**src/rtl/escaped_frame_command_receiver_unit_macros.svh**
```systemverilog
// Assertion macros for the escaped frame command receiver.
// Included by the top level; no other dependencies.
`ifndef ESCAPED_FRAME_COMMAND_RECEIVER_UNIT_MACROS_SVH
`define ESCAPED_FRAME_COMMAND_RECEIVER_UNIT_MACROS_SVH

`ifndef SYNTHESIS
// Same-cycle implication, checked at every rising edge outside reset.
`define EFCR_ASSERT_IMPL(label, ante, cons, msg) \
  label: assert property (@(posedge clk) disable iff (rst) (ante) |-> (cons)) \
    else $error(msg);
// Next-cycle implication, checked at every rising edge outside reset.
`define EFCR_ASSERT_NEXT(label, ante, cons, msg) \
  label: assert property (@(posedge clk) disable iff (rst) (ante) |=> (cons)) \
    else $error(msg);
`else
`define EFCR_ASSERT_IMPL(label, ante, cons, msg)
`define EFCR_ASSERT_NEXT(label, ante, cons, msg)
`endif

`endif

```
**src/rtl/efcr_pkg.sv**
```systemverilog
// Shared types, constants and the command code map of the frame receiver.
// No dependencies.
package efcr_pkg;

  // Frame length limits
  localparam int MAX_FRAME_BYTES = 32;
  localparam int COUNT_W         = 6;
  localparam int COUNT_MAX       = (1 << COUNT_W) - 1;
  localparam int CNT_LIMIT       = (MAX_FRAME_BYTES > COUNT_MAX) ? COUNT_MAX : MAX_FRAME_BYTES;
  localparam int KEPT_BYTES      = 10;
  localparam int KEPT_IDX_W      = $clog2(KEPT_BYTES);
  localparam int MIN_FRAME       = 5;
  localparam int CODE_IDX        = 4;

  // Frame byte positions of the arguments
  localparam int ARG1_IDX = 5;
  localparam int ARG2_IDX = 6;
  localparam int ARG3_IDX = 7;
  localparam int DUR_HI_IDX = 8;
  localparam int DUR_LO_IDX = 9;

  // Stream widths
  localparam int IN_DATA_W  = 8;
  localparam int RESULT_W   = 76;
  localparam int OUT_DATA_W = 80;

  // Configuration port
  localparam int CFG_ADDR_W = 4;
  localparam int CFG_DATA_W = 32;
  localparam logic [1:0] REG_START  = 2'd0;
  localparam logic [1:0] REG_STOP   = 2'd1;
  localparam logic [1:0] REG_ESCAPE = 2'd2;
  localparam logic [7:0] START_RESET  = 8'd18;
  localparam logic [7:0] STOP_RESET   = 8'd19;
  localparam logic [7:0] ESCAPE_RESET = 8'd125;

  // Command codes as received in frame byte 4
  localparam logic [7:0] CMD_PINMODE     = 8'd2;
  localparam logic [7:0] CMD_DWRITE      = 8'd3;
  localparam logic [7:0] CMD_DREAD       = 8'd4;
  localparam logic [7:0] CMD_AREF        = 8'd6;
  localparam logic [7:0] CMD_AREAD       = 8'd7;
  localparam logic [7:0] CMD_AWRITE      = 8'd9;
  localparam logic [7:0] CMD_TONE        = 8'd10;
  localparam logic [7:0] CMD_NOTONE      = 8'd11;
  localparam logic [7:0] CMD_ATTACH      = 8'd21;
  localparam logic [7:0] CMD_DETACH      = 8'd22;
  localparam logic [7:0] CMD_EEREAD      = 8'd31;
  localparam logic [7:0] CMD_EEWRITE     = 8'd33;
  localparam logic [7:0] CMD_EESYNCWRITE = 8'd34;
  localparam logic [7:0] CMD_PING        = 8'd66;

  // Dense operation numbers
  localparam logic [3:0] OP_PINMODE     = 4'd0;
  localparam logic [3:0] OP_DWRITE      = 4'd1;
  localparam logic [3:0] OP_DREAD       = 4'd2;
  localparam logic [3:0] OP_AREF        = 4'd3;
  localparam logic [3:0] OP_AREAD       = 4'd4;
  localparam logic [3:0] OP_AWRITE      = 4'd5;
  localparam logic [3:0] OP_TONE        = 4'd6;
  localparam logic [3:0] OP_NOTONE      = 4'd7;
  localparam logic [3:0] OP_ATTACH      = 4'd8;
  localparam logic [3:0] OP_DETACH      = 4'd9;
  localparam logic [3:0] OP_EEREAD      = 4'd10;
  localparam logic [3:0] OP_EEWRITE     = 4'd11;
  localparam logic [3:0] OP_EESYNCWRITE = 4'd12;
  localparam logic [3:0] OP_PING        = 4'd13;

  typedef logic [7:0] octet_t;
  typedef logic [KEPT_BYTES-1:0][7:0] frame_t;

  typedef enum logic [1:0] {
    MODE_WAIT = 2'd0,
    MODE_MSG  = 2'd1,
    MODE_ESC  = 2'd2
  } rx_mode_t;

  typedef struct packed {
    octet_t start_marker;
    octet_t stop_marker;
    octet_t escape_marker;
  } markers_t;

  // Result word: operation sits in the lowest bits
  typedef struct packed {
    logic [15:0] duration_word;
    logic [15:0] frequency_word;
    logic [15:0] address_word;
    octet_t      third_arg;
    octet_t      second_arg;
    octet_t      first_arg;
    logic [3:0]  operation;
  } result_t;

  typedef struct packed {
    logic       known;
    logic [3:0] op;
  } op_lookup_t;

  // Output buffer status toward the input stage
  typedef struct packed {
    logic room;
    logic full;
  } buf_status_t;

  // Map a command code to its operation number
  function automatic op_lookup_t map_code(input octet_t code);
    op_lookup_t r;
    r.known = 1'b1;
    case (code)
      CMD_PINMODE:     r.op = OP_PINMODE;
      CMD_DWRITE:      r.op = OP_DWRITE;
      CMD_DREAD:       r.op = OP_DREAD;
      CMD_AREF:        r.op = OP_AREF;
      CMD_AREAD:       r.op = OP_AREAD;
      CMD_AWRITE:      r.op = OP_AWRITE;
      CMD_TONE:        r.op = OP_TONE;
      CMD_NOTONE:      r.op = OP_NOTONE;
      CMD_ATTACH:      r.op = OP_ATTACH;
      CMD_DETACH:      r.op = OP_DETACH;
      CMD_EEREAD:      r.op = OP_EEREAD;
      CMD_EEWRITE:     r.op = OP_EEWRITE;
      CMD_EESYNCWRITE: r.op = OP_EESYNCWRITE;
      CMD_PING:        r.op = OP_PING;
      default: begin
        r.known = 1'b0;
        r.op    = OP_PINMODE;
      end
    endcase
    return r;
  endfunction

endpackage

```
**src/rtl/efcr_cfg_regs.sv**
```systemverilog
// Marker registers behind the APB-style configuration port.
// Depends on efcr_pkg.
module efcr_cfg_regs (
  input  logic                             clk,
  input  logic                             rst,
  input  logic                             psel,
  input  logic                             penable,
  input  logic                             pwrite,
  input  logic [efcr_pkg::CFG_ADDR_W-1:0]  paddr,
  input  logic [efcr_pkg::CFG_DATA_W-1:0]  pwdata,
  output logic [efcr_pkg::CFG_DATA_W-1:0]  prdata,
  output efcr_pkg::markers_t               markers
);
  import efcr_pkg::*;

  logic       wr_en;
  logic [1:0] reg_sel;

  assign wr_en   = psel && penable && pwrite;
  assign reg_sel = paddr[3:2];

  // Write the selected marker; addresses past the list are dropped
  always_ff @(posedge clk) begin
    if (rst) begin
      markers.start_marker  <= START_RESET;
      markers.stop_marker   <= STOP_RESET;
      markers.escape_marker <= ESCAPE_RESET;
    end else if (wr_en) begin
      case (reg_sel)
        REG_START:  markers.start_marker  <= pwdata[7:0];
        REG_STOP:   markers.stop_marker   <= pwdata[7:0];
        REG_ESCAPE: markers.escape_marker <= pwdata[7:0];
        default: ;
      endcase
    end
  end

  // Read back
  always_comb begin
    case (reg_sel)
      REG_START:  prdata = {{(CFG_DATA_W-8){1'b0}}, markers.start_marker};
      REG_STOP:   prdata = {{(CFG_DATA_W-8){1'b0}}, markers.stop_marker};
      REG_ESCAPE: prdata = {{(CFG_DATA_W-8){1'b0}}, markers.escape_marker};
      default:    prdata = '0;
    endcase
  end

endmodule

```
**src/rtl/efcr_cmd_decode.sv**
```systemverilog
// Command decode of a stored frame: operation lookup and argument fields.
// Depends on efcr_pkg.
module efcr_cmd_decode (
  input  efcr_pkg::frame_t   frame_bytes,
  output logic               known,
  output efcr_pkg::result_t  result
);
  import efcr_pkg::*;

  op_lookup_t lookup;

  assign lookup = map_code(frame_bytes[CODE_IDX]);
  assign known  = lookup.known;

  // Assemble every field regardless of which ones the operation uses
  always_comb begin
    result.operation      = lookup.op;
    result.first_arg      = frame_bytes[ARG1_IDX];
    result.second_arg     = frame_bytes[ARG2_IDX];
    result.third_arg      = frame_bytes[ARG3_IDX];
    result.address_word   = {frame_bytes[ARG1_IDX], frame_bytes[ARG2_IDX]};
    result.frequency_word = {frame_bytes[ARG2_IDX], frame_bytes[ARG3_IDX]};
    result.duration_word  = {frame_bytes[DUR_HI_IDX], frame_bytes[DUR_LO_IDX]};
  end

endmodule

```
**src/rtl/efcr_deframer.sv**
```systemverilog
// Byte-stuffing deframer: mode machine, byte count and frame byte store.
// Depends on efcr_pkg and efcr_cmd_decode.
module efcr_deframer (
  input  logic                clk,
  input  logic                rst,
  input  logic                advance,
  input  efcr_pkg::octet_t    rx_byte,
  input  efcr_pkg::markers_t  markers,
  output logic                res_valid,
  output efcr_pkg::result_t   result
);
  import efcr_pkg::*;

  rx_mode_t             mode;
  rx_mode_t             mode_next;
  logic [COUNT_W-1:0]   byte_count;
  logic [COUNT_W-1:0]   byte_count_next;
  frame_t               frame_bytes;
  logic                 store;
  logic                 stop_hit;
  logic                 known;

  efcr_cmd_decode u_decode (
    .frame_bytes (frame_bytes),
    .known       (known),
    .result      (result)
  );

  // Mode register
  always_ff @(posedge clk) begin
    if (rst) begin
      mode <= MODE_WAIT;
    end else if (advance) begin
      mode <= mode_next;
    end
  end

  // Next mode, count and store decision for the word in hand
  always_comb begin
    mode_next       = mode;
    byte_count_next = byte_count;
    store           = 1'b0;
    stop_hit        = 1'b0;
    case (mode)
      MODE_MSG: begin
        if (rx_byte == markers.escape_marker) begin
          mode_next = MODE_ESC;
        end else if (rx_byte == markers.stop_marker) begin
          stop_hit  = 1'b1;
          mode_next = MODE_WAIT;
        end else if (rx_byte == markers.start_marker) begin
          byte_count_next = '0;
        end else begin
          store = 1'b1;
        end
      end
      MODE_ESC: begin
        store     = 1'b1;
        mode_next = MODE_MSG;
      end
      default: begin
        mode_next = MODE_WAIT;
        if (rx_byte == markers.start_marker) begin
          mode_next       = MODE_MSG;
          byte_count_next = '0;
        end
      end
    endcase
    // Saturate the count
    if (store && (byte_count < COUNT_W'(CNT_LIMIT))) begin
      byte_count_next = byte_count + COUNT_W'(1);
    end
  end

  // Emit on stop when the frame is long enough and the code is known
  assign res_valid = advance && stop_hit && known &&
                     (byte_count >= COUNT_W'(MIN_FRAME));

  // Byte count
  always_ff @(posedge clk) begin
    if (rst) begin
      byte_count <= '0;
    end else if (advance) begin
      byte_count <= byte_count_next;
    end
  end

  // Keep only the first frame bytes; later ones are dropped
  always_ff @(posedge clk) begin
    if (rst) begin
      frame_bytes <= '0;
    end else if (advance && store && (byte_count < COUNT_W'(KEPT_BYTES))) begin
      frame_bytes[byte_count[KEPT_IDX_W-1:0]] <= rx_byte;
    end
  end

endmodule

```
**src/rtl/efcr_out_buf.sv**
```systemverilog
// Two-entry result buffer driving the master stream side.
// Depends on efcr_pkg.
module efcr_out_buf (
  input  logic                       clk,
  input  logic                       rst,
  input  logic                       push,
  input  efcr_pkg::result_t          push_data,
  output efcr_pkg::buf_status_t      status,
  output logic                       m_tvalid,
  input  logic                       m_tready,
  output logic [efcr_pkg::OUT_DATA_W-1:0] m_tdata
);
  import efcr_pkg::*;

  result_t    slot0;
  result_t    slot1;
  logic [1:0] fill;
  logic [1:0] fill_next;
  logic       pop;
  logic [1:0] base;

  assign pop       = m_tvalid && m_tready;
  assign m_tvalid  = (fill != 2'd0);
  assign m_tdata   = {{(OUT_DATA_W-RESULT_W){1'b0}}, slot0};
  assign status.room = (fill != 2'd2);
  assign status.full = (fill == 2'd2);

  // Slot the next push lands in after any pop this cycle
  assign base      = fill - {1'b0, pop};
  assign fill_next = base + {1'b0, push};

  // Occupancy
  always_ff @(posedge clk) begin
    if (rst) begin
      fill <= 2'd0;
    end else begin
      fill <= fill_next;
    end
  end

  // Place the new word in the head slot, else shift forward on pop
  always_ff @(posedge clk) begin
    if (push && (base == 2'd0)) begin
      slot0 <= push_data;
    end else if (pop) begin
      slot0 <= slot1;
    end
  end

  // Place the new word behind the head
  always_ff @(posedge clk) begin
    if (push && (base != 2'd0)) begin
      slot1 <= push_data;
    end
  end

endmodule

```
**src/rtl/escaped_frame_command_receiver_unit.sv**
```systemverilog
// Channel   Dir  Signals                          Word
// s_*       in   s_tvalid s_tready s_tdata[7:0]   one received byte
// m_*       out  m_tvalid m_tready m_tdata[79:0]  one decoded command
// apb       in   psel penable pwrite paddr pwdata marker registers at 0x0, 0x4, 0x8
//
// One byte per cycle while the output buffer has a free slot; a byte waits in the input
// register, and the deframer writes any result into the output buffer at the edge it leaves.
// The two-entry output buffer lets input flow on while a result waits.
// Synchronous active-high reset clears mode, count, frame store and buffers.
// Top level; depends on efcr_pkg, efcr_cfg_regs, efcr_deframer, efcr_out_buf.
`include "escaped_frame_command_receiver_unit_macros.svh"
module escaped_frame_command_receiver_unit (
  input  logic                              clk,
  input  logic                              rst,
  // rx_byte[7:0]
  input  logic                              s_tvalid,
  output logic                              s_tready,
  input  logic [efcr_pkg::IN_DATA_W-1:0]    s_tdata,
  // operation[3:0] first_arg[11:4] second_arg[19:12] third_arg[27:20]
  // address_word[43:28] frequency_word[59:44] duration_word[75:60] zero[79:76]
  output logic                              m_tvalid,
  input  logic                              m_tready,
  output logic [efcr_pkg::OUT_DATA_W-1:0]   m_tdata,
  input  logic                              psel,
  input  logic                              penable,
  input  logic                              pwrite,
  input  logic [efcr_pkg::CFG_ADDR_W-1:0]   paddr,
  input  logic [efcr_pkg::CFG_DATA_W-1:0]   pwdata,
  output logic [efcr_pkg::CFG_DATA_W-1:0]   prdata,
  output logic                              pready
);
  import efcr_pkg::*;

  markers_t    markers;
  logic        in_valid;
  octet_t      in_byte;
  logic        advance;
  logic        res_valid;
  result_t     result;
  buf_status_t buf_status;

  assign pready = 1'b1;

  efcr_cfg_regs u_cfg (
    .clk     (clk),
    .rst     (rst),
    .psel    (psel),
    .penable (penable),
    .pwrite  (pwrite),
    .paddr   (paddr),
    .pwdata  (pwdata),
    .prdata  (prdata),
    .markers (markers)
  );

  // Input register advances whenever the buffer has a free slot
  assign advance  = in_valid && buf_status.room;
  assign s_tready = !in_valid || advance;

  always_ff @(posedge clk) begin
    if (rst) begin
      in_valid <= 1'b0;
    end else if (s_tready) begin
      in_valid <= s_tvalid;
    end
  end

  always_ff @(posedge clk) begin
    if (s_tvalid && s_tready) begin
      in_byte <= s_tdata;
    end
  end

  efcr_deframer u_deframer (
    .clk       (clk),
    .rst       (rst),
    .advance   (advance),
    .rx_byte   (in_byte),
    .markers   (markers),
    .res_valid (res_valid),
    .result    (result)
  );

  efcr_out_buf u_out (
    .clk       (clk),
    .rst       (rst),
    .push      (res_valid),
    .push_data (result),
    .status    (buf_status),
    .m_tvalid  (m_tvalid),
    .m_tready  (m_tready),
    .m_tdata   (m_tdata)
  );

  // A result never lands in a full buffer
  `EFCR_ASSERT_IMPL(a_no_push_full, res_valid, !buf_status.full, "result pushed into full buffer")
  // Decoded operation numbers stay within the defined range
  `EFCR_ASSERT_IMPL(a_op_range, res_valid, result.operation <= OP_PING, "operation out of range")
  // A held input byte keeps its value while the buffer is full
  `EFCR_ASSERT_NEXT(a_in_hold, in_valid && !advance, in_valid && $stable(in_byte), "input byte lost")

endmodule
```
**config.mk**
```make
export PLATFORM = sky130hd
export DESIGN_NAME = escaped_frame_command_receiver_unit
export DESIGN_NICKNAME = d
export VERILOG_FILES = /design/src/rtl/efcr_pkg.sv /design/src/rtl/efcr_cfg_regs.sv /design/src/rtl/efcr_cmd_decode.sv /design/src/rtl/efcr_deframer.sv /design/src/rtl/efcr_out_buf.sv /design/src/rtl/escaped_frame_command_receiver_unit.sv
export VERILOG_INCLUDE_DIRS = /design/src /design/src/rtl
export SDC_FILE = /design/constraint.sdc
export NUM_CORES = 1
export LEC_CHECK = 0
export BUFFER_PORTS_ARGS = -buffer_cell sky130_fd_sc_hd__buf_4
export CAP_MARGIN = 0
export CORE_UTILIZATION = 55
export DETAILED_ROUTE_END_ITERATION = 10
export GPL_TIMING_DRIVEN = 0
export PLACE_DENSITY = 0.76
export SLEW_MARGIN = 20
export SYNTH_ARGS = -nofsm -noshare
export SYNTH_HDL_FRONTEND = slang
export SYNTH_SLANG_ARGS = --single-unit
```
**constraint.sdc**
```tcl
create_clock -name clk -period 6.1 [get_ports clk]
set_clock_uncertainty 0.05 [all_clocks]
set_input_delay 0.61 -clock clk [delete_from_list [all_inputs] [get_ports clk]]
set_output_delay 0.61 -clock clk [all_outputs]
set_load 0.03 [all_outputs]
```
==> results of run 1 <==
cells by family after synthesis:
kind of cell	after synthesis	share of synthesized area (%)
compound gates	59	4.89
xor+xnor	28	2.94
fa+ha+maj	9	1.35
buf+inv	100	8.39
flops	179	54.5
mux	110	15.6
other cells	2	0.0901
simple gates	173	12.2
synthesized netlist by cell type (5+ instances only):
cell type and number:
nand4_1 6, nand3_1 17, edfxtp_1 96, buf_4 62, nor2b_1 11, dfxtp_1 83
a21oi_1 11, a211o_1 8, nand2_1 28, nand3b_1 5, clkbuf_1 17, nand2b_1 59
inv_1 10, nor2_1 20, xor2_1 10, mux2_2 6, mux2i_1 65, o21ai_0 17
xnor2_1 18, ha_1 9, mux2_4 39
per-stage QoR:
step	hold WS, ns	utilization [%]	total power, mW
final	0.307	69.0	2.70
after global routing	0.298	69.0	2.78
after CTS	0.298	69.0	2.71
after detailed placement	0.402	65.2	1.70
after global placement	0.389	64.8	1.68
after floorplan	0.376	-	1.58
worst register-to-register path, delay by kind of cell (launching register included):
| kind | cells | cell delay, ns |
|---|---|---|
| buffers and inverters | 2 | 0.37 |
| XOR/XNOR | 1 | 0.21 |
| AND/OR/NAND/NOR | 4 | 1.72 |
| flip-flops | 1 | 0.50 |
| AO/OA/AOI/OAI | 1 | 0.32 |
cell type report:
type	count	area (µm²)	area share, %
clock inverters	13	118	1.16
plain buffers	90	662	6.56
multi-input cells	408	3210	31.8
repair buffers	111	866	8.57
well taps	184	230	2.28
clock buffers	19	433	4.29
inverters	10	37.5	0.372
flip-flops and latches	179	4540	45.0
state kept, by name, summed over array words and instances (netlist names):
signal	count
in_byte	8
in_valid	1
u_cfg.markers	24
u_deframer.byte_count	6
u_deframer.frame_bytes	48
u_deframer.mode	2
u_out.fill	2
u_out.m_tdata	44
u_out.slot1	44
worst paths after layout:
path                                           startpoint                     endpoint  slack [ns]  depth (start not counted)
hold / removal                                 s_tdata[5]         in_byte[5]$_DFFE_PP_        0.31                          1
setup / recovery                     in_byte[2]$_DFFE_PP_  u_out.m_tdata[64]$_DFFE_PP_        2.47                          8
setup reg to reg                     in_byte[2]$_DFFE_PP_  u_out.m_tdata[64]$_DFFE_PP_        2.47                          8
hold reg to reg   u_deframer.frame_bytes[42]$_SDFFE_PP0P_     u_out.slot1[6]$_DFFE_PP_        0.42                          0
layer usage:
| metal | part of all wire (%) | wire length [µm] | vias up |
|---|---|---|---|
| li1 | - | - | 2567 |
| met1 | 43 | 7320 | 2571 |
| met2 | 50 | 8400 | 184 |
| met3 | 4.3 | 731 | 43 |
| met4 | 2.8 | 475 | 0 |
| met5 | 0 | 0 | - |
power breakdown:
group / internal, mW / switching (mW) / leakage (nW) / total [mW]
clock network: 0.595 / 0.436 / 0.275 / 1.03
logic: 0.128 / 0.214 / 2.33 / 0.342
registers: 1.30 / 0.0226 / 1.62 / 1.33
==> impl_metrics.ini, run 1 <==
[worst_setup_path]
crit_family = simple AND/OR/NAND/NOR gates
start_kind = flip-flop
arrival_ns = 3.62
critPathMaxFanout = 44
max_stage_delay_ns = 0.79
crit_type = flip-flop to flip-flop
crit_chain = xor2_1 -> nor4_1 -> nand4_1 -> a311oi_2 -> and3_1 -> buf_6 -> buf_12 -> or2_2
cp_data_required_time_ns = 6.09
path_buf_inv = 2
critPathCaptureType = flip-flop
slowest_stage = or2_2

[drt]
viasPerCell = 5.29
first_pass_iters = 8
vias = 5365
wl_per_cell_um = 16.7
drtIter0Drc = 345
ant_nets = 0
routed_wirelength_um = 16900
post-route-drc-count = 0

[cells_and_area]
area_growth_pct = 21.1
stdcell_count = 1014
final_common_cell = buf_4
nets = 877
antenna_cells = 0
nFillCells = 1078
drive_above_1_share_pct = 32.2
fin_area_um2 = 10100
layout_common_cells = buf_4 (171), edfxtp_1 (96), dfxtp_1 (83), mux2i_1 (65), nand2b_1 (59)

[sta]
fin_crit_ns = 3.63
finalWorstSetupSlack_ns = 2.47
setup_viol = 0
finalHoldViolCount = 0
tightestPinTransition_ns = 1.06
grt_setup_unrepaired = no
setup-tns-final_ns = 0
slew_viol_final = 0
period_share_pct = 59.4
maxSlewHeadroom_pct = 29.1
max_freq_mhz = 276

[synthesis]
synth_area_leader_cell = edfxtp_1
synth_enable_flop_cells = 96
ys_seq_area_share_pct = 54.5
synth-main-ff-cell = edfxtp_1
ys_seq_elements = 179
syn_area_um2 = 8340
yosys.area.top_type_share_pct = 34.6
synth_area_per_cell_um2 = 12.6
async_flop_share_pct = 0
ys_warn_count = 0
syn_inst = 660
synthTopCellsByArea = edfxtp_1 (35%), dfxtp_1 (20%), mux2i_1 (7.8%), mux2_4 (7.0%), buf_4 (5.6%)
synthDistinctLibCells = 55

[clock_tree]
clock_path_buffers = 2
cts.sinks = 179
cts_resized = 0
clkSlewWorstSetupHoldPaths_ns = 0.06
clock_latency_ns = 0.43
cts-root-buf = clkbuf_16
post_cts.repair.setup_buffers = 0
cts_tree = built
cts-hold-fix-buffers = 0
numCtsBuffers = 17
h-tree-depth = 4

[run_status]
status = finished clean

[global_route]
use_met2_pct = 38.3
grt_pass1_wl_um = 27100
overflow = 0
grtUsageMet3_pct = 4.19
grt_max_degree = 45
antenna_found_initial = 0
use_met1_pct = 27.4
busiest_layer = met2
gr-usage-all-layers_pct = 22.3
grt_pass1_vias = 5314

[power_and_ir_drop]
leakagePower_nw = 4.22
ir_drop_v = 0.000185
power_density_nw_per_um2 = 267

[place]
dp_cells = 982
place_hpwl_um = 12000
dpl-instance-area_um2 = 9550
io_buffer_count = 109
finalWeightedCongestion = 0.924
place_ws_ns = 2.42

[die]
io-pin-count = 166
die_height_um = 125
fp.coreArea_um2 = 14600
die_area_um2 = 15700
start_util_pct = 56.9
num_rows = 44
die_w_um = 125

[hold_path]
hold_path_class = primary input to flip-flop

[run]
drv_cap = 0
No activity file was read; power rests on OpenSTA's default activity.
==> run 2: changes to the inputs <==
- ABC_AREA: unset -> 1
- CORE_UTILIZATION: 55 -> 50
- PLACE_DENSITY: 0.76 -> 0.73
- clock period: 6.1 -> 3.3 ns (I/O delays scaled with it)
==> run 2 against run 1 <==
  * Utilization is 5.1 points lower
  * Highest routed layer unchanged
  * Power grew 97%
  * Wire length grew 8.8%
  * First-iteration DRC count up 66%
  * Setup slack got worse by 2.1 ns
  * Synthesized cell count grew 41%
==> impl_metrics.ini, run 2 <==
[drt]
drtIter0Drc = 573
routed_wirelength_um = 18400
vias = 6681
first_pass_iters = 5
post-route-drc-count = 0
ant_nets = 0
wl_per_cell_um = 13.9
viasPerCell = 5.03

[cells_and_area]
largest_reg_flops = 48
top_register = u_deframer.frame_bytes
fin_area_um2 = 10200
drive_above_1_share_pct = 22.8
layout_common_cells = nand2_1 (273), buf_4 (180), edfxtp_1 (96), dfxtp_1 (83), a21oi_1 (73)
antenna_cells = 0
stdcell_count = 1327
final_common_cell = nand2_1
post-route-util_pct = 63.8
area_growth_pct = 23.8
nets = 1158

[place]
place_hpwl_um = 12900
dp_cells = 1284
finalWeightedCongestion = 0.874
dpl-instance-area_um2 = 9460
io_buffer_count = 110
place_ws_ns = -0.0657

[die]
fp.coreArea_um2 = 15900
die_w_um = 130
die_height_um = 130
num_rows = 46
start_util_pct = 51.5
io-pin-count = 166
die_area_um2 = 16900

[synthesis]
synth_commonest_cells = nand2_1 (274), edfxtp_1 (96), dfxtp_1 (83)
async_flop_share_pct = 0
synthTopCellsByArea = edfxtp_1 (35%), dfxtp_1 (20%), nand2_1 (13%), buf_4 (5.9%), a21oi_1 (4.4%)
synthDistinctLibCells = 32
yosysMostFrequentCell = nand2_1
synth_area_leader_cell = edfxtp_1
ys_seq_elements = 179
synth-main-ff-cell = edfxtp_1
syn_inst = 929
ys_warn_count = 0
synth_enable_flop_cells = 96
syn_area_um2 = 8220
ys_seq_area_share_pct = 55.3
yosys.area.top_type_share_pct = 35.1
synth_area_per_cell_um2 = 8.84

[sta]
period_share_pct = 89.0
finalHoldViolCount = 0
tightestPinTransition_ns = 0.795
finalWorstSetupSlack_ns = 0.363
maxSlewHeadroom_pct = 46.4
setup_viol = 0
slew_viol_final = 0
fin_crit_ns = 2.94
grt_setup_unrepaired = no
setup-tns-final_ns = 0
max_freq_mhz = 340

[clock_tree]
cts.sinks = 179
h-tree-depth = 4
cts-root-buf = clkbuf_16
clkSlewWorstSetupHoldPaths_ns = 0.07
clock_path_buffers = 2
numCtsBuffers = 17
clock_latency_ns = 0.44
cts_tree = built

[worst_setup_path]
start_kind = flip-flop
critPathMaxFanout = 35
critPathCaptureType = flip-flop
arrival_ns = 3.01
reg2reg_slack_ns = 0.36
rr_worst_depth = 14
cp_data_required_time_ns = 3.38
crit_type = flip-flop to flip-flop
r2r_end = u_out.m_tdata[64]$_DFFE_PP_
r2r_start = in_byte[3]$_DFFE_PP_

[global_route]
gr-usage-all-layers_pct = 22.4
antenna_found_initial = 0
grt_max_degree = 36
grt_pass1_wl_um = 28600
grt_pass1_vias = 5734
overflow = 0

[power_and_ir_drop]
power_density_nw_per_um2 = 522
ir_drop_v = 0.000343
leakagePower_nw = 4.30

[run_status]
status = finished clean

[hold_path]
hp-start = s_tdata[7]
hold-path-cell-count = 1
min_to = in_byte[7]$_DFFE_PP_
hold_path_class = primary input to flip-flop

[run]
drv_cap = 0
[run 2: cell types whose count changed in the layout (fill, tap and decap cells not counted), moves of 10 or more]
cell / previous run / this run
nor2_1: 20 / 43
a21oi_1: 11 / 73
xnor2_1: 18 / 1
mux2i_1: 65 / 0
nand2_1: 28 / 273
nand2b_1: 59 / 0
nor2b_1: 11 / 0
mux2_4: 39 / 0
nand3_1: 17 / 62
nand4_1: 6 / 48
o211ai_1: 0 / 10
buf_2: 2 / 21
inv_1: 10 / 61
[run 2: layer usage]
metal	part of all wire (%)	vias up	track usage (%)
met5	0	-	0
met4	1.5	0	7.73
met3	6.8	31	5.78
met2	49	239	36.4
met1	43	3032	29.0
li1	-	3379	-
[run 2: cells by family after synthesis]
| group | share of synthesized area (%) |
|---|---|
| other | 0.0914 |
| AND/OR/NAND/NOR | 23.3 |
| XOR/XNOR | 0.640 |
| AO/OA/AOI/OAI | 8.06 |
| flip-flops | 55.3 |
| adder cells (fa/ha/maj) | 1.37 |
| buffers and inverters | 11.2 |
[run 2: worst max-delay path: stages, from the launching register on]
cell and delay (ns):
edfxtp_1 0.33, buf_2 0.30, inv_2 0.08, nand2_1 0.07, nand2_1 0.04, nor2_1 0.10, nand2_1 0.07, nor2_2 0.14
nand3_1 0.15, nor3_4 0.24, buf_12 0.15, nand3_4 0.13, buf_2 0.24, nand2_2 0.25, buf_12 0.25
[run 2: what timing repair did]
action	in CTS	in global routing
hold buffers	0	5
gates resized for setup	0	1
setup buffers	3	3
setup endpoints to repair	28	35
pin swaps	1	1
hold endpoints to repair	0	5
gates cloned	0	0
[run 2: through the flow]
stage	total power [mW]	hold WS [ns]
floorplan	3.03	0.379
global placement	3.28	0.393
detailed placement	3.30	0.395
CTS	5.32	0.00365
global route	5.49	0.00266
finish	5.31	0.0200
[run 2: worst max path at each step]
stage,startpoint,to,slack (ns),cells past startpoint
2_1_floorplan,u_out.fill[0]$_SDFF_PP0_,u_out.m_tdata[0]$_DFFE_PP_,0.03,10
3_3_place_gp,in_byte[4]$_DFFE_PP_,u_out.m_tdata[63]$_DFFE_PP_,-0.69,12
3_5_place_dp,u_deframer.byte_count[1]$_SDFFE_PP0P_,u_out.slot1[69]$_DFFE_PP_,-0.07,10
4_1_cts,in_byte[4]$_DFFE_PP_,u_out.m_tdata[63]$_DFFE_PP_,0.14,13
5_1_grt,in_byte[0]$_DFFE_PP_,u_out.m_tdata[64]$_DFFE_PP_,0.12,14
6_report,in_byte[3]$_DFFE_PP_,u_out.m_tdata[64]$_DFFE_PP_,0.36,14
[run 2: power by group]
| part | internal, mW | switching (mW) |
|---|---|---|
| sequential | 2.41 | 0.0278 |
| clock | 1.20 | 0.856 |
| combinational | 0.259 | 0.559 |
[run 2: cell type report]
type | instances | area [µm²]
Multi-Input combinational cell | 604 | 2870
Clock inverter | 10 | 120
Buffer | 101 | 649
Timing Repair Buffer | 123 | 973
Sequential cell | 179 | 4540
Fill cell | 1362 | 5770
Inverter | 72 | 270
Tap cell | 216 | 270
Clock buffer | 22 | 479
